### src/hw/rtl/tsdi_pkg.sv
package tsdi_pkg;

  localparam int CAPACITY_DEF = 32;
  localparam int DATA_W       = 32;
  localparam int IDX_W        = 6;   // index / position field width
  localparam int PTR_W        = 7;   // holds any count or index up to 64

  localparam logic MODE_LOAD  = 1'b0;
  localparam logic MODE_QUERY = 1'b1;

  typedef enum logic [1:0] {
    STAT_LOADED   = 2'd0,
    STAT_DELETED  = 2'd1,
    STAT_INSERTED = 2'd2,
    STAT_REFUSED  = 2'd3
  } status_t;

  typedef enum logic [2:0] {
    ST_IDLE,
    ST_START,
    ST_SEARCH,
    ST_LIST,
    ST_EMPTY
  } state_t;

  // chain control, broadcast to every cell
  typedef struct packed {
    logic                shift;  // every cell takes its right neighbor
    logic                push;   // write wdata into the cell at tgt
    logic [PTR_W-1:0]    tgt;
    logic [DATA_W-1:0]   wdata;
  } chain_ctl_t;

endpackage

### src/hw/rtl/tsdi_cell.sv
module tsdi_cell
  import tsdi_pkg::*;
#(
  parameter int IDX = 0
) (
  input  logic              clk,
  input  chain_ctl_t        ctl,
  input  logic [DATA_W-1:0] nbr_data,
  output logic [DATA_W-1:0] data
);

  logic [DATA_W-1:0] data_r;

  // push wins over shift; tgt already accounts for the shift in the same cycle
  always_ff @(posedge clk) begin
    if (ctl.push && (ctl.tgt == PTR_W'(IDX))) begin
      data_r <= ctl.wdata;
    end else if (ctl.shift) begin
      data_r <= nbr_data;
    end
  end

  assign data = data_r;

endmodule

### src/hw/rtl/tsdi_chain.sv
module tsdi_chain
  import tsdi_pkg::*;
#(
  parameter int CAPACITY = CAPACITY_DEF
) (
  input  logic              clk,
  input  chain_ctl_t        ctl,
  output logic [DATA_W-1:0] head_data
);

  logic [DATA_W-1:0] cell_data [CAPACITY];
  logic [DATA_W-1:0] cell_nbr  [CAPACITY];

  for (genvar i = 0; i < CAPACITY; i++) begin : g_cell
    if (i == CAPACITY - 1) begin : g_end
      assign cell_nbr[i] = '0;
    end else begin : g_mid
      assign cell_nbr[i] = cell_data[i+1];
    end

    tsdi_cell #(
      .IDX (i)
    ) u_cell (
      .clk      (clk),
      .ctl      (ctl),
      .nbr_data (cell_nbr[i]),
      .data     (cell_data[i])
    );
  end

  assign head_data = cell_data[0];

endmodule

### src/hw/rtl/table_search_delete_insert_top.sv
// Channel | Dir | tuser                     | tdata                           | tlast
// in_     | in  | mode                      | value[31:0], position[37:32]    | -
// out_    | out | status[1:0], elem_vld[2] | index[5:0], element[37:6]       | last
//
// Entries sit in a row of cells that shift toward cell 0 one place a cycle when the head
// is popped; the head cell is the only read port, so every pass walks the table once.
// Load: accept, then the start state emits the beat and goes back to idle, raising in_tready.
// Query with n entries: a start state, a search pass rotating all n entries, a decision
// step, then a rebuild pass that also places an inserted entry, one beat per cycle except
// for the deleted entry while out_ is not stalled; an empty result table gets one beat.
// Reset clears the state, the entry count and out_tvalid; cell contents are not reset.
// A stalled out_ beat holds the rebuild pass; in_ beats are taken only when idle.
module table_search_delete_insert_top
  import tsdi_pkg::*;
#(
  parameter int CAPACITY = CAPACITY_DEF
) (
  input  logic        clk,
  input  logic        rst_n,
  input  logic        in_tvalid,
  output logic        in_tready,
  input  logic [39:0] in_tdata,   // value[31:0], position[37:32], zero pad
  input  logic        in_tuser,   // mode
  output logic        out_tvalid,
  input  logic        out_tready,
  output logic [39:0] out_tdata,  // index[5:0], element[37:6], zero pad
  output logic [2:0]  out_tuser,  // status[1:0], element_valid[2]
  output logic        out_tlast
);

  localparam int CW = $clog2(CAPACITY + 1);

  state_t             state_r, state_nxt;
  logic [CW-1:0]      occ_r, occ_nxt;
  logic [CW-1:0]      n_r, n_nxt;
  logic [CW-1:0]      k_r, k_nxt;
  logic [CW-1:0]      ecnt_r, ecnt_nxt;
  logic [CW-1:0]      nnew_r, nnew_nxt;
  logic [IDX_W-1:0]   m_r, m_nxt;
  logic               found_r, found_nxt;
  logic               pend_r, pend_nxt;
  status_t            status_r, status_nxt;
  logic [IDX_W-1:0]   idx_r, idx_nxt;
  logic               mode_r;
  logic [DATA_W-1:0]  value_r;
  logic [IDX_W-1:0]   pos_r;

  logic               out_valid_r;
  status_t            o_status_r;
  logic [IDX_W-1:0]   o_index_r;
  logic [DATA_W-1:0]  o_elem_r;
  logic               o_ev_r;
  logic               o_last_r;

  logic               emit;
  status_t            e_status;
  logic [IDX_W-1:0]   e_index;
  logic [DATA_W-1:0]  e_elem;
  logic               e_ev;
  logic               e_last;

  logic               can_emit;
  logic               in_fire;
  logic               pop;
  logic               push;
  logic [DATA_W-1:0]  push_data;
  logic [DATA_W-1:0]  head_data;
  chain_ctl_t         ctl;
  logic               refuse;

  assign in_tready = (state_r == ST_IDLE);
  assign in_fire   = in_tvalid && in_tready;
  assign can_emit  = !out_valid_r || out_tready;
  assign refuse    = (occ_r >= CW'(CAPACITY)) ||
                     (PTR_W'(pos_r) > PTR_W'(occ_r));

  always_comb begin
    state_nxt  = state_r;
    occ_nxt    = occ_r;
    n_nxt      = n_r;
    k_nxt      = k_r;
    ecnt_nxt   = ecnt_r;
    nnew_nxt   = nnew_r;
    m_nxt      = m_r;
    found_nxt  = found_r;
    pend_nxt   = pend_r;
    status_nxt = status_r;
    idx_nxt    = idx_r;
    pop        = 1'b0;
    push       = 1'b0;
    push_data  = head_data;
    emit       = 1'b0;
    e_status   = status_r;
    e_index    = idx_r;
    e_elem     = head_data;
    e_ev       = 1'b1;
    e_last     = ((ecnt_r + CW'(1)) == nnew_r);

    unique case (state_r)
      ST_IDLE: begin
        if (in_fire) begin
          state_nxt = ST_START;
        end
      end
      ST_START: begin
        if (mode_r == MODE_QUERY) begin
          n_nxt     = occ_r;
          k_nxt     = '0;
          found_nxt = 1'b0;
          m_nxt     = '0;
          state_nxt = ST_SEARCH;
        end else if (can_emit) begin
          emit    = 1'b1;
          e_index = IDX_W'(occ_r);
          e_elem  = value_r;
          e_last  = 1'b1;
          if (occ_r >= CW'(CAPACITY)) begin
            e_status = STAT_REFUSED;
            e_ev     = 1'b0;
          end else begin
            e_status  = STAT_LOADED;
            push      = 1'b1;
            push_data = value_r;
            occ_nxt   = occ_r + CW'(1);
          end
          state_nxt = ST_IDLE;
        end
      end
      ST_SEARCH: begin
        if (k_r < n_r) begin
          // rotate head to tail so the order is back after n steps
          pop  = 1'b1;
          push = 1'b1;
          if (!found_r && (head_data == value_r)) begin
            found_nxt = 1'b1;
            m_nxt     = IDX_W'(k_r);
          end
          k_nxt = k_r + CW'(1);
        end else begin
          k_nxt    = '0;
          ecnt_nxt = '0;
          pend_nxt = 1'b0;
          if (found_r) begin
            status_nxt = STAT_DELETED;
            idx_nxt    = m_r;
            nnew_nxt   = n_r - CW'(1);
          end else if (refuse) begin
            status_nxt = STAT_REFUSED;
            idx_nxt    = pos_r;
            nnew_nxt   = n_r;
          end else begin
            status_nxt = STAT_INSERTED;
            idx_nxt    = pos_r;
            nnew_nxt   = n_r + CW'(1);
            pend_nxt   = 1'b1;
          end
          if (nnew_nxt == '0) begin
            // table ends up empty: nothing to rebuild
            occ_nxt   = '0;
            state_nxt = ST_EMPTY;
          end else begin
            state_nxt = ST_LIST;
          end
        end
      end
      ST_LIST: begin
        if (can_emit) begin
          if (pend_r && (PTR_W'(k_r) == PTR_W'(pos_r))) begin
            push      = 1'b1;
            push_data = value_r;
            emit      = 1'b1;
            e_elem    = value_r;
            pend_nxt  = 1'b0;
            ecnt_nxt  = ecnt_r + CW'(1);
            occ_nxt   = occ_r + CW'(1);
          end else if (k_r < n_r) begin
            pop   = 1'b1;
            k_nxt = k_r + CW'(1);
            if ((status_r == STAT_DELETED) && (PTR_W'(k_r) == PTR_W'(m_r))) begin
              occ_nxt = occ_r - CW'(1);
            end else begin
              push     = 1'b1;
              emit     = 1'b1;
              ecnt_nxt = ecnt_r + CW'(1);
            end
          end else begin
            state_nxt = ST_IDLE;
          end
        end
      end
      ST_EMPTY: begin
        if (can_emit) begin
          emit      = 1'b1;
          e_elem    = '0;
          e_ev      = 1'b0;
          e_last    = 1'b1;
          state_nxt = ST_IDLE;
        end
      end
      default: begin
        state_nxt = ST_IDLE;
      end
    endcase
  end

  // tail slot moves down by one when the head leaves in the same cycle
  assign ctl = {pop, push, PTR_W'(occ_r) - PTR_W'(pop), push_data};

  tsdi_chain #(
    .CAPACITY (CAPACITY)
  ) u_chain (
    .clk       (clk),
    .ctl       (ctl),
    .head_data (head_data)
  );

  always_ff @(posedge clk) begin
    if (!rst_n) begin
      state_r <= ST_IDLE;
      occ_r   <= '0;
    end else begin
      state_r <= state_nxt;
      occ_r   <= occ_nxt;
    end
  end

  always_ff @(posedge clk) begin
    n_r      <= n_nxt;
    k_r      <= k_nxt;
    ecnt_r   <= ecnt_nxt;
    nnew_r   <= nnew_nxt;
    m_r      <= m_nxt;
    found_r  <= found_nxt;
    pend_r   <= pend_nxt;
    status_r <= status_nxt;
    idx_r    <= idx_nxt;
    if (in_fire) begin
      mode_r  <= in_tuser;
      value_r <= in_tdata[31:0];
      pos_r   <= in_tdata[37:32];
    end
  end

  always_ff @(posedge clk) begin
    if (!rst_n) begin
      out_valid_r <= 1'b0;
    end else if (emit) begin
      out_valid_r <= 1'b1;
    end else if (out_tready) begin
      out_valid_r <= 1'b0;
    end
  end

  always_ff @(posedge clk) begin
    if (emit) begin
      o_status_r <= e_status;
      o_index_r  <= e_index;
      o_elem_r   <= e_elem;
      o_ev_r     <= e_ev;
      o_last_r   <= e_last;
    end
  end

  assign out_tvalid = out_valid_r;
  assign out_tdata  = {2'b00, o_elem_r, o_index_r};
  assign out_tuser  = {o_ev_r, o_status_r};
  assign out_tlast  = o_last_r;

`ifndef NO_ASSERTIONS
  a_occ_bound: assert property (@(posedge clk) disable iff (!rst_n)
    occ_r <= CW'(CAPACITY))
    else $error("entry count above capacity");

  a_search_keeps_count: assert property (@(posedge clk) disable iff (!rst_n)
    (state_r == ST_SEARCH) && (state_nxt == ST_SEARCH) |=> $stable(occ_r))
    else $error("search rotation changed the entry count");

  a_list_final_count: assert property (@(posedge clk) disable iff (!rst_n)
    (state_r == ST_LIST) && (state_nxt == ST_IDLE) |=> occ_r == $past(nnew_r))
    else $error("rebuild left a wrong entry count");

  a_no_emit_when_blocked: assert property (@(posedge clk) disable iff (!rst_n)
    emit |-> can_emit)
    else $error("beat issued while output register is held");
`endif

endmodule

### config.mk
export PLATFORM = sky130hd
export DESIGN_NAME = table_search_delete_insert_top
export DESIGN_NICKNAME = d
export VERILOG_FILES = /design/src/hw/rtl/tsdi_pkg.sv /design/src/hw/rtl/tsdi_cell.sv /design/src/hw/rtl/tsdi_chain.sv /design/src/hw/rtl/table_search_delete_insert_top.sv
export SDC_FILE = /design/constraint.sdc
export NUM_CORES = 1
export LEC_CHECK = 0
export ABC_AREA = 1
export BUFFER_PORTS_ARGS = -buffer_cell sky130_fd_sc_hd__buf_2
export CAP_MARGIN = 20
export CORE_MARGIN = 3
export CORE_UTILIZATION = 30
export DETAILED_ROUTE_END_ITERATION = 7
export MAX_ROUTING_LAYER = met4
export PLACE_DENSITY = 0.46
export SETUP_SLACK_MARGIN = 0.2
export SKIP_CTS_REPAIR_TIMING = 1
export SLEW_MARGIN = 20
export SYNTH_ARGS = -nofsm -noshare
export SYNTH_HDL_FRONTEND = slang
export SYNTH_SLANG_ARGS = --single-unit
### constraint.sdc
create_clock -name clk -period 4.2 [get_ports clk]
set_clock_uncertainty 0.1 [all_clocks]
set_input_delay 0.21 -clock clk [delete_from_list [all_inputs] [get_ports clk]]
set_output_delay 0.21 -clock clk [all_outputs]
set_load 0.02 [all_outputs]
* Word-level counts from Yosys, hierarchy flattened
Cells that the tools add are included.
** Cells by class
- Bitwise gates (word level) :: 1
- Reductions and logical operators :: 87
- Add/sub/neg operators :: 7
- $lt $le $gt $ge :: 3
- Muxes and demuxes :: 155
- Equal/unequal tests :: 57
** Operators by type and width (number)
- $mux 32 :: 72
- $mux 6 :: 29
- $eq 7x5->1 const B :: 16
- $pmux 32 s3 :: 1
- $reduce_bool 2->1 :: 35
- $pmux 32 s2 :: 1
- $eq 7x4->1 const B :: 8
- $logic_and 1x1->1 :: 36
- $pmux 6 s3 :: 2
- $eq 32x32->1 :: 1
- $eq 7x3->1 const B :: 4
- $mux 1 :: 28
- $ne 2x2->1 const B :: 13
- $add 6x1->6 const B :: 4
- $mux 3 :: 8
- $pmux 6 s2 :: 2
- $eq 6x6->1 :: 3
- $pmux 3 s5 :: 1
- $reduce_and 5->1 :: 3
- $eq 7x2->1 const B :: 2
- $sub 6x1->6 const B :: 2
- $pmux 1 s2 :: 5
- $ne 3x3->1 const B :: 3
- $reduce_and 9->1 :: 1
- 21 further kinds :: 30
** Storage, ports and cells
- Word-level logic and storage cells :: 362
- Flip-flop bits (word level) :: 1155
- Output and inout port bits :: 46
- Input port bits :: 45

* Longest topological paths before layout
Gate-level depths: netlist of the first run.
- Word-level depth :: 10
- Depth in mapped cells :: 20
- Depth with buffers taken out :: 20

* By module
Synthesis of the first run repeated with hierarchy kept, for this count alone.
** Second synthesis, totals
- Cell total of the unflattened synthesis :: 5652
- Area total of the unflattened synthesis :: 55472.0 um^2
** Modules (own cells, without submodules)
- tsdi_cell at u_chain.g_cell[10].u_cell ... :: area an instance 1517.7 um^2, seq. area each 960.9 um^2, times used 6, cells an instance 151
- tsdi_cell at u_chain.g_cell[11].u_cell ... :: area an instance 1460.2 um^2, seq. area each 960.9 um^2, times used 6, cells an instance 150
- table_search_delete_insert_top :: area an instance 7569.8 um^2, seq. area each 3833.7 um^2, times used 1, cells an instance 817
- tsdi_cell at u_chain.g_cell[1].u_cell ... :: area an instance 1521.5 um^2, seq. area each 960.9 um^2, times used 4, cells an instance 152
- tsdi_cell at u_chain.g_cell[21].u_cell ... :: area an instance 1511.4 um^2, seq. area each 960.9 um^2, times used 4, cells an instance 150
- tsdi_cell at u_chain.g_cell[12].u_cell ... :: area an instance 1463.9 um^2, seq. area each 960.9 um^2, times used 4, cells an instance 151
- tsdi_cell at u_chain.g_cell[29].u_cell ... :: area an instance 1562.7 um^2, seq. area each 960.9 um^2, times used 2, cells an instance 155
- tsdi_cell at u_chain.g_cell[23].u_cell ... :: area an instance 1456.4 um^2, seq. area each 960.9 um^2, times used 2, cells an instance 149
- tsdi_cell at u_chain.g_cell[15].u_cell :: area an instance 1560.2 um^2, seq. area each 960.9 um^2, times used 1, cells an instance 155
- tsdi_cell at u_chain.g_cell[31].u_cell :: area an instance 1506.4 um^2, seq. area each 960.9 um^2, times used 1, cells an instance 148
- tsdi_cell at u_chain.g_cell[0].u_cell :: area an instance 1471.4 um^2, seq. area each 960.9 um^2, times used 1, cells an instance 153
- tsdi_cell at u_chain.g_cell[16].u_cell :: area an instance 1467.7 um^2, seq. area each 960.9 um^2, times used 1, cells an instance 152
- tsdi_chain :: area an instance 3.8 um^2, seq. area each 0.0 um^2, times used 1, cells an instance 1

* Least setup slack after synthesis of the first run
OpenSTA, ideal clock, no wires.
- Kind :: register to register
- Start point :: reg k_r[5]
- End point :: reg u_chain.g_cell[9].u_cell.data_r[0] (enable)
- Required time :: 3.711 ns
- Setup time :: 0.389 ns
- Buffers on the path :: 3
- Path slack :: 0.298 ns
- Arrival time :: 3.413 ns
- Period minus slack after synthesis :: 3.902 ns
- Cell stages (with the launch flop) :: 17
- Path through :: edfxtp_1 -> ha_1 -> a21oi_1 -> o21a_1 -> nand2_1 -> a21oi_1 -> ha_1 -> nand2_1 -> nor3_1 -> o21ai_1 -> or2_2 -> buf_2 -> buf_2 -> nor2_1 -> nand2_2 -> clkbuf_2 -> nand2_1
** On the way
- Longest elaborated chain between the ends :: 9
- Elaborated cells on any way between the ends :: 18
- Classes of those cells :: add/sub (1); order compare (1); eq/ne (3); mux (9); reduce/logical (4)
** Ends and longest elaborated chain
- start: declaration :: RTL line table_search_delete_insert_top.sv:36 : logic [CW-1:0] k_r, k_nxt;
- start signal: assignment :: RTL line table_search_delete_insert_top.sv:229 : k_r <= k_nxt;
- $lt 6x6->1, or another cell as far along :: RTL line table_search_delete_insert_top.sv:130, table_search_delete_insert_top.sv:176
- $mux 1, or another cell as far along :: RTL line table_search_delete_insert_top.sv:130, table_search_delete_insert_top.sv:176
- $mux 1 (on tied branches) :: RTL line table_search_delete_insert_top.sv:168, table_search_delete_insert_top.sv:179
- $mux 1 (on tied branches) :: RTL line table_search_delete_insert_top.sv:167, table_search_delete_insert_top.sv:176
- $pmux 1 s2 or $mux 1 (tied branches) :: RTL line table_search_delete_insert_top.sv:99, table_search_delete_insert_top.sv:168
- $sub 6x1->7 or $mux 1 (tied branches) :: RTL line table_search_delete_insert_top.sv:207, table_search_delete_insert_top.sv:167
- $eq 7x4->1 or $pmux 1 s3 (tied branches) :: RTL line tsdi_cell.sv:16, table_search_delete_insert_top.sv:99
- $logic_and 1x1->1 :: RTL line tsdi_cell.sv:16 : if (ctl.push && (ctl.tgt == PTR_W'(IDX))) begin
- $reduce_bool 2->1 (no line) (*)
- end signal: assignment :: RTL line tsdi_cell.sv:17 : data_r <= ctl.wdata;
- end signal: assignment :: RTL line tsdi_cell.sv:19 : data_r <= nbr_data;
- end: declaration :: RTL line tsdi_cell.sv:12 : logic [DATA_W-1:0] data_r;
Every way passes the cells marked *; elsewhere a longest branch is shown, timed or not.
A chain may end at the register's enable or synchronous reset.

* Worst setup path after layout of the first run
- Start point :: reg n_r[5]
- End point :: reg u_chain.g_cell[17].u_cell.data_r[3] (enable)
** On the way
- Longest elaborated chain between the ends :: 9
- Elaborated cells on any way between the ends :: 13
- Classes of those cells :: add/sub (1); order compare (1); eq/ne (1); mux (8); reduce/logical (2)
** Ends and longest elaborated chain
- start: declaration :: RTL line table_search_delete_insert_top.sv:35 : logic [CW-1:0] n_r, n_nxt;
- start signal: assignment :: RTL line table_search_delete_insert_top.sv:228 : n_r <= n_nxt;
- $lt 6x6->1 (*) :: RTL line table_search_delete_insert_top.sv:130, table_search_delete_insert_top.sv:176
- $mux 1 :: RTL line table_search_delete_insert_top.sv:130, table_search_delete_insert_top.sv:176
- $mux 1 :: RTL line table_search_delete_insert_top.sv:168 : if (pend_r && (PTR_W'(k_r) == PTR_W'(pos_r))) begin
- $mux 1 :: RTL line table_search_delete_insert_top.sv:167 : if (can_emit) begin
- $pmux 1 s2 :: RTL line table_search_delete_insert_top.sv:99 : unique case (state_r)
- $sub 6x1->7 :: RTL line table_search_delete_insert_top.sv:207 : assign ctl = {pop, push, PTR_W'(occ_r) - PTR_W'(pop), push_data};
- $eq 7x5->1 :: RTL line tsdi_cell.sv:16
- $logic_and 1x1->1 :: RTL line tsdi_cell.sv:16
- $reduce_bool 2->1 (no line) (*)
- end signal: assignment :: RTL line tsdi_cell.sv:17
- end signal: assignment :: RTL line tsdi_cell.sv:19
- end: declaration :: RTL line tsdi_cell.sv:12
Marks and branches as above.

==> results of run 1 <==
==> cells by family (layout without fill, tap and decap cells) <==
group,after synthesis,count (layout),synth area share [%]
compound gates,1188,1188,12.35
xor+xnor,41,41,0.7194
fa+ha+maj,20,20,0.5013
buf+inv,504,678,5.768
flops,1155,1155,69.28
other cells,1,6,0.007513
simple gates,1445,1445,11.37
==> cell usage after synthesis, types with 5 or more instances <==
cell	count
nand2_1	1198
edfxtp_1	1145
o21ai_0	692
o21ai_1	350
nor2_1	145
clkbuf_1	135
inv_1	133
buf_6	83
buf_4	77
a21oi_1	62
buf_2	56
nand3_1	38
o211ai_1	36
nand2_2	29
xor2_1	25
ha_1	20
xnor2_1	16
o22ai_1	15
inv_2	12
dfxtp_1	10
o221ai_1	10
nor3_1	9
a32oi_1	7
nand4_1	5
==> metal layers <==
| metal | vias to the layer above | wire length [um] |
|---|---|---|
| li1 | 15440 | - |
| met1 | 15800 | 57490 |
| met2 | 605 | 62140 |
| met3 | 201 | 5707 |
| met4 | 0 | 2634 |
| met5 | - | 0 |
==> path summary, 6_finish.rpt <==
kind,from,endpoint,cells after the start
setup / recovery,n_r[5],u_chain.g_cell[17].u_cell.data[3],18
hold / removal,in_tdata[20],value_r[20],2
setup reg to reg,n_r[5],u_chain.g_cell[17].u_cell.data[3],18
hold reg to reg,u_chain.g_cell[15].u_cell.data[10],u_chain.g_cell[14].u_cell.data[10],2
==> final cells by class <==
cell class                 instances  area [sq um]  area share, %
clock buffer                     162          3480          6.033
antenna                            4         10.01        0.01735
timing repair buffer             289          3033          5.258
tap                             2189          2739          4.749
sequential                      1155         34580          59.96
inverter                         145         544.3         0.9436
clock inverter                    82         772.0          1.338
multi-input combinational       2696         12520          21.70
==> power by group <==
part           internal (W)  switching [W]
clock network       0.00653        0.00482
logic               0.00277        0.00845
registers            0.0163       0.000919
total                0.0256         0.0142
==> metrics by stage <==
step / setup slack, ns / util [%] / cells
finish: 0.4060 / 34.92 / 6722
global route: 0.1962 / 34.92 / 6722
floorplan: 0.2975 / - / 4355
detailed placement: 0.1296 / 31.97 / 6425
CTS: 0.1039 / 34.55 / 6669
global placement: 0.1207 / 31.97 / 6425
==> worst max-delay path, cell delays in order (launching register included) <==
cell and delay, ns:
edfxtp_1 0.42, inv_1 0.07, ha_1 0.32, a21oi_1 0.16, o21a_1 0.15, nand2_2 0.12
a21oi_4 0.18, ha_1 0.20, nand2_1 0.08, xor2_1 0.19, buf_4 0.20, inv_1 0.08
nor2_2 0.16, nand2_2 0.12, buf_4 0.15, nor2_2 0.12, nand2_4 0.18, nand2_4 0.22
clkbuf_16 0.22
==> results.py, run 1 <==
metrics = {
    "timing": {
        "max_freq_mhz": 263.6,
        "tns_ns": 0,
        "hold_violations": 0,
        "tightest_slew_ns": 0.7160,
        "rsz0062_at_grt": "yes",
        "min_period_over_period_pct": 90.33,
        "holdWs_ns": 0.06096,
        "setup_violations": 0,
        "slew_headroom_pct": 52.27,
        "finalMaxSlewViolations": 0,
        "period_minus_slack_ns": 3.794,
    },
    "die": {
        "ios": 91,
        "core-area_sq_mm": 0.1652,
        "fp.dieH_um": 413.9,
        "die_area_sq_mm": 0.1713,
        "die_w_um": 413.9,
        "row_count": 149,
        "start_util_pct": 30.22,
    },
    "final_layout": {
        "mostFrequentLayoutCells": "nand2_1 (1192), edfxtp_1 (1145), o21ai_0 (692)",
        "nets": 4485,
        "postLayoutCellArea_sq_mm": 0.05768,
        "drive_gt1_share_pct": 11.17,
        "largest_reg_flops": 1024,
        "layout_commonest_cell": "nand2_1",
        "fillerInstances": 16610,
        "syn2layout_area_growth_pct": 15.55,
    },
    "placement": {
        "post_dp_cell_area_sq_mm": 0.05281,
        "gp_congestion": 0.8317,
        "io_buffer_count": 86,
        "dp_hpwl_mm": 77.70,
    },
    "grt": {
        "grt_max_degree": 65,
        "antenna_found_initial": 8,
        "busiest_layer": "met2",
        "use_met3_pct": 2.634,
        "grtUsageMet1_pct": 19.67,
        "track_usage_pct": 15.17,
        "grt_pass1_vias": 31620,
        "use_met2_pct": 24.62,
        "grt_pass1_wl_mm": 193.5,
        "overflow": 0,
    },
    "logic_synthesis": {
        "synth_cell_types": 50,
        "synth_edf_count": 1145,
        "synth_area_leaders": "edfxtp_1 (69%), nand2_1 (9.0%), o21ai_0 (6.9%)",
        "yosysWarnings": 0,
        "synth_area_sq_mm": 0.04992,
        "syn_inst": 4354,
        "synth.largest_area_cell": "edfxtp_1",
        "yosys_register_bits": 1155,
        "synth_area_per_cell_sq_um": 11.46,
        "ys_seq_area_share_pct": 69.28,
        "yosysTopAreaCellShare_pct": 68.88,
        "async_flop_share_pct": 0,
        "ys.flop_type": "edfxtp_1",
    },
    "setup_path": {
        "reg2reg_slack_ns": 0.41,
        "cp-start-kind": "register",
        "path_max_fanout": 16,
        "endpoint_kind": "register",
        "arrival_ns": 4.15,
        "required_ns": 4.55,
        "crit_type": "register to register",
    },
    "power": {
        "powerDensity_mw_per_mm2": 689.9,
        "p_leak_nw": 21.69,
        "p_total_w": 0.03979,
        "irDropWorstVdd_mv": 0.4151,
    },
    "route": {
        "first_pass_iters": 5,
        "ant_nets": 0,
        "first_iter_violations": 2319,
        "routedWlPerCell_um": 19.04,
        "dr_total_vias": 32050,
        "postRouteWirelength_mm": 128.0,
        "routed_via_density": 4.768,
        "drcViolationCount": 0,
    },
    "clock_tree": {
        "cts_tree": "built",
        "path_clk_slew_ns": 0.06,
        "clk_latency_ns": 0.76,
        "root_buffer": "clkbuf_16",
        "cts_made_buffers": 133,
        "ctsLongestPathBuffers": 3,
        "cts-htree-levels": 4,
        "cts.sinks": 1155,
    },
    "run_status": {
        "run_status": "complete, no violations",
    },
    "run": {
        "cap_violations": 0,
    },
    "hold_path": {
        "hold_path.class": "input pin to register",
    },
}
Power figures use the tool's default switching activity.
==> run 2, diff against run 1 <==
PLACE_DENSITY = 0.44   (was 0.46)
clock period = 4.1 ns   (was 4.2 ns; I/O delays follow)
==> results.py, run 2 (synthesis results as in run 1) <==
metrics = {
    "run_status": {
        "run_status": "complete, no violations",
    },
    "timing": {
        "finalMaxSlewViolations": 0,
        "rsz0062_at_grt": "yes",
        "tightest_slew_ns": 0.9065,
        "period_minus_slack_ns": 3.788,
        "hold_violations": 0,
        "setup_violations": 0,
        "slew_headroom_pct": 39.42,
        "min_period_over_period_pct": 92.39,
        "max_freq_mhz": 264.0,
    },
    "grt": {
        "grt_max_degree": 65,
        "track_usage_pct": 15.50,
        "grt_pass1_vias": 32030,
        "antenna_found_initial": 6,
        "grt_pass1_wl_mm": 197.3,
        "overflow": 0,
    },
    "setup_path": {
        "crit_chain": "buf_4, xor2_1, nor3_2, nand3_2, nand3_1, a21oi_2, buf_4, ha_1, xnor2_2, inv_1, nor2_1, nand2_1, nor2_2, nand2_2, nand2_1, buf_12",
        "arrival_ns": 4.15,
        "required_ns": 4.46,
        "cp.depth": 16,
        "endpoint_kind": "register",
        "cp_slowest_stage_delay_ns": 0.44,
        "critPathTopFamily": "simple AND/OR/NAND/NOR gates",
        "crit_buf_inv": 4,
        "cp_slowest_cell": "edfxtp_1",
        "crit_type": "register to register",
        "reg2reg_depth": 16,
        "path_max_fanout": 17,
        "cp-start-kind": "register",
    },
    "final_layout": {
        "multi_input_area_sq_mm": 0.01268,
        "layout_commonest_cell": "nand2_1",
        "drive_gt1_share_pct": 12.13,
        "postLayoutCellArea_sq_mm": 0.05818,
        "seqCellArea_sq_mm": 0.03458,
        "fillerInstances": 16540,
        "mostFrequentLayoutCells": "nand2_1 (1176), edfxtp_1 (1145), o21ai_0 (679)",
        "largest_reg_flops": 1024,
        "nets": 4512,
        "syn2layout_area_growth_pct": 16.56,
        "utilization_pct": 35.23,
    },
    "route": {
        "routedWlPerCell_um": 19.78,
        "dr_total_vias": 32300,
        "ant_nets": 0,
        "first_iter_violations": 2457,
        "first_pass_iters": 7,
        "postRouteWirelength_mm": 133.2,
        "drcViolationCount": 0,
        "routed_via_density": 4.799,
    },
    "die": {
        "start_util_pct": 30.22,
        "die_area_sq_mm": 0.1713,
        "ios": 91,
        "die_w_um": 413.9,
        "row_count": 149,
        "core-area_sq_mm": 0.1652,
        "fp.dieH_um": 413.9,
    },
    "clock_tree": {
        "clk_latency_ns": 0.76,
        "root_buffer": "clkbuf_16",
        "cts_tree": "built",
        "path_clk_slew_ns": 0.06,
        "ctsLongestPathBuffers": 3,
        "cts-htree-levels": 4,
        "cts_made_buffers": 133,
        "cts.sinks": 1155,
    },
    "power": {
        "irDropWorstVdd_mv": 0.4536,
        "clkPwrFrac_pct": 27.5,
        "comb_power_share_pct": 29.3,
        "pwr-share-seq_pct": 43.2,
        "switching_power_w": 0.01455,
        "netSwitchingFraction_pct": 35.66,
        "intPower_w": 0.02625,
        "powerDensity_mw_per_mm2": 701.3,
        "p_leak_nw": 21.95,
    },
    "placement": {
        "io_buffer_count": 86,
        "gp_congestion": 0.8365,
        "post_dp_cell_area_sq_mm": 0.05303,
        "dp_hpwl_mm": 80.18,
    },
    "run": {
        "cap_violations": 0,
    },
    "hold_path": {
        "hold_path.class": "input pin to register",
        "min_path_cells": 2,
    },
}
run 2: power groups by stage:
| stage | registers (W) | logic (W) | clock network (W) |
|---|---|---|---|
| after floorplan | 0.0177 | 0.00619 | 0 |
| after global placement | 0.0179 | 0.0119 | 0 |
| after detailed placement | 0.0179 | 0.0120 | 0 |
| after CTS | 0.0177 | 0.0120 | 0.0116 |
| after global routing | 0.0178 | 0.0132 | 0.0120 |
| final | 0.0176 | 0.0120 | 0.0112 |
run 2: cell type report:
class                      instances  share of cell area (%)
clock buffer                     173                   6.197
tap                             2189                   4.707
inverter                         145                  0.9354
multi-input combinational       2696                   21.79
timing repair buffer             316                   6.178
antenna                            2                0.008602
sequential                      1155                   59.44
clock inverter                    56                  0.7505
run 2: per-stage QoR:
step | hold WS, ns | setup slack, ns | setup TNS, ns | instances | total power [W]
finish | 0.06446 | 0.3119 | 0 | 6732 | 0.04080
global route | 0.02655 | 0.1394 | 0 | 6730 | 0.04306
CTS | -0.5444 | -0.1811 | -7.105 | 6664 | 0.04126
detailed placement | 0.2890 | -0.1533 | -3.500 | 6435 | 0.02985
global placement | 0.2873 | -0.2112 | -6.383 | 6435 | 0.02982
floorplan | 0.2039 | 0.2000 | 0 | 4355 | 0.02389
run 2: final timing paths:
| path | start | to | slack (ns) |
|---|---|---|---|
| setup / recovery | k_r[2] | u_chain.g_cell[29].u_cell.data[28] | 0.31 |
| hold / removal | in_tdata[4] | value_r[4] | 0.06 |
| hold reg to reg | u_chain.g_cell[17].u_cell.data[13] | u_chain.g_cell[16].u_cell.data[13] | 0.41 |
| setup reg to reg | k_r[2] | u_chain.g_cell[29].u_cell.data[28] | 0.31 |
run 2: per-layer routing:
layer  track usage [%]  up-vias  wire length (um)
met2             25.98      538             66310
met4             4.040        0              2416
met3             2.391      159              4906
met5                 -        -                 0
li1                  -    15510                 -
met1             19.58    16100             59530
==> run 3, diff against run 2 <==
PLACE_DENSITY = not set   (was 0.44)
PLACE_DENSITY_LB_ADDON = 0.05   (was not set)
==> results.py, run 3 (synthesis results as in run 1) <==
metrics = {
    "hold_path": {
        "hp-start": "in_tdata[15]",
        "hold_path.class": "input pin to register",
    },
    "die": {
        "row_count": 149,
        "die_w_um": 413.9,
        "die_area_sq_mm": 0.1713,
        "core-area_sq_mm": 0.1652,
        "fp.dieH_um": 413.9,
        "start_util_pct": 30.22,
        "ios": 91,
    },
    "grt": {
        "antenna_found_initial": 7,
        "grt_pass1_wl_mm": 217.3,
        "overflow": 0,
        "track_usage_pct": 17.45,
        "grt_max_degree": 65,
        "grt_pass1_vias": 33410,
    },
    "power": {
        "clkPwrFrac_pct": 28.2,
        "comb_power_share_pct": 30.2,
        "powerDensity_mw_per_mm2": 718.0,
        "p_leak_nw": 22.43,
        "intPower_w": 0.02704,
        "netSwitchingFraction_pct": 36.30,
        "switching_power_w": 0.01540,
        "pwr-share-seq_pct": 41.6,
        "irDropWorstVdd_mv": 0.5751,
        "p_total_w": 0.04244,
    },
    "timing": {
        "hold_violations": 0,
        "finalMaxSlewViolations": 0,
        "period_minus_slack_ns": 3.777,
        "min_period_over_period_pct": 92.11,
        "holdWs_ns": 0.05173,
        "tightest_slew_ns": 0.9821,
        "slew_headroom_pct": 34.46,
        "setup_violations": 0,
        "rsz0062_at_grt": "yes",
        "max_freq_mhz": 264.8,
    },
    "clock_tree": {
        "ctsLongestPathBuffers": 3,
        "cts.sinks": 1155,
        "path_clk_slew_ns": 0.06,
        "cts_tree": "built",
        "root_buffer": "clkbuf_16",
        "clk_latency_ns": 0.77,
        "cts_made_buffers": 139,
        "cts-htree-levels": 4,
    },
    "route": {
        "drcViolationCount": 0,
        "first_iter_violations": 2028,
        "routedWlPerCell_um": 21.60,
        "postRouteWirelength_mm": 147.4,
        "first_pass_iters": 5,
        "dr_total_vias": 32640,
        "routed_via_density": 4.782,
        "ant_nets": 0,
    },
    "run_status": {
        "run_status": "complete, no violations",
    },
    "setup_path": {
        "arrival_ns": 4.14,
        "r2r_start": "n_r[1]",
        "cp-start-kind": "register",
        "crit_start": "n_r[1]",
        "cp_common_cell": "nand2_1",
        "cp_slowest_cell": "edfxtp_1",
        "required_ns": 4.46,
        "endpoint_kind": "register",
        "path_max_fanout": 18,
        "crit_chain": "inv_2, ha_1, a21boi_0, o21bai_1, nand2_1, a21oi_2, ha_1, nand2_1, buf_4, xor2_1, buf_4, inv_1, nor2_2, nand2_1, nor2_1, nand2_2, buf_12, nand2_2, clkbuf_16",
        "cp_slowest_stage_delay_ns": 0.43,
        "crit_type": "register to register",
    },
    "placement": {
        "io_buffer_count": 86,
        "dp_hpwl_mm": 91.91,
        "dp.cells": 6511,
        "gp_congestion": 0.8172,
    },
    "run": {
        "cap_violations": 0,
    },
    "final_layout": {
        "fillerInstances": 16660,
        "multi_input_area_sq_mm": 0.01261,
        "final_cells": 6826,
        "layout_commonest_cell": "nand2_1",
        "nets": 4591,
        "largest_reg_flops": 1024,
        "mostFrequentLayoutCells": "nand2_1 (1182), edfxtp_1 (1145), o21ai_0 (679)",
        "seqCellArea_sq_mm": 0.03458,
        "syn2layout_area_growth_pct": 18.41,
        "insertedDiodeCount": 0,
        "drive_gt1_share_pct": 13.76,
    },
}
==> run 3: cell types whose count changed in the layout (fill, tap and decap cells not counted), sizes merged, moves of 2 or more <==
| cell | previous run | this run |
|---|---|---|
| bufinv | 4 | 7 |
| clkinv | 47 | 73 |
| diode | 2 | 0 |
| buf | 259 | 330 |
| inv | 148 | 140 |
| clkbuf | 188 | 192 |
==> run 3: metal layers <==
metal	up-vias	GRT usage (%)	share of wire, %
met5	-	-	0
met4	0	5.030	2.4
met3	207	2.740	3.3
met2	469	28.81	49
met1	16290	22.19	46
li1	15670	-	-
==> run 3: cell type report <==
class                   count  share of cell area, %
repair buffers            389                  7.212
well taps                2189                  4.634
multi-input cells        2696                  21.33
inverters                 145                 0.9272
flip-flops and latches   1155                  58.51
clock inverters            76                  1.075
clock buffers             176                  6.317
==> run 3: path summary, 6_finish.rpt <==
kind / to / slack (ns) / cells past startpoint
hold reg to reg: u_chain.g_cell[15].u_cell.data[17] / 0.41 / 2
hold / removal: value_r[15] / 0.05 / 2
setup / recovery: u_chain.g_cell[8].u_cell.data[16] / 0.32 / 19
setup reg to reg: u_chain.g_cell[8].u_cell.data[16] / 0.32 / 19
==> run 3: stage by stage <==
step / area, sq um / setup WS, ns / util, % / setup TNS, ns
4_1_cts: 58110 / -0.3042 / 35.18 / -0.3042
3_3_place_gp: 53740 / -0.2707 / 32.53 / -0.2707
3_5_place_dp: 53740 / -0.2679 / 32.53 / -0.2679
5_1_grt: 59110 / 0.1517 / 35.78 / 0
6_report: 59110 / 0.3234 / 35.78 / 0
2_1_floorplan: 49940 / 0.2000 / - / 0
==> run 3: power groups by stage <==
stage	registers, W	clock network (W)	logic, W
2_1_floorplan	0.0177	0	0.00619
6_report	0.0177	0.0120	0.0128
5_1_grt	0.0179	0.0129	0.0142
3_3_place_gp	0.0179	0	0.0131
4_1_cts	0.0177	0.0124	0.0131
3_5_place_dp	0.0179	0	0.0130
==> run 3: worst max-delay path: cells and delay by family (launching register included) <==
kind                       cells  cell delay (ns)
AOI/OAI and AO/OA              3             0.47
xor gates and xnor gates       1             0.17
adders and majority gates      2             0.41
buffers and inverters          6             0.99
DFF                            1             0.43
and+or+nand+nor                7             0.90
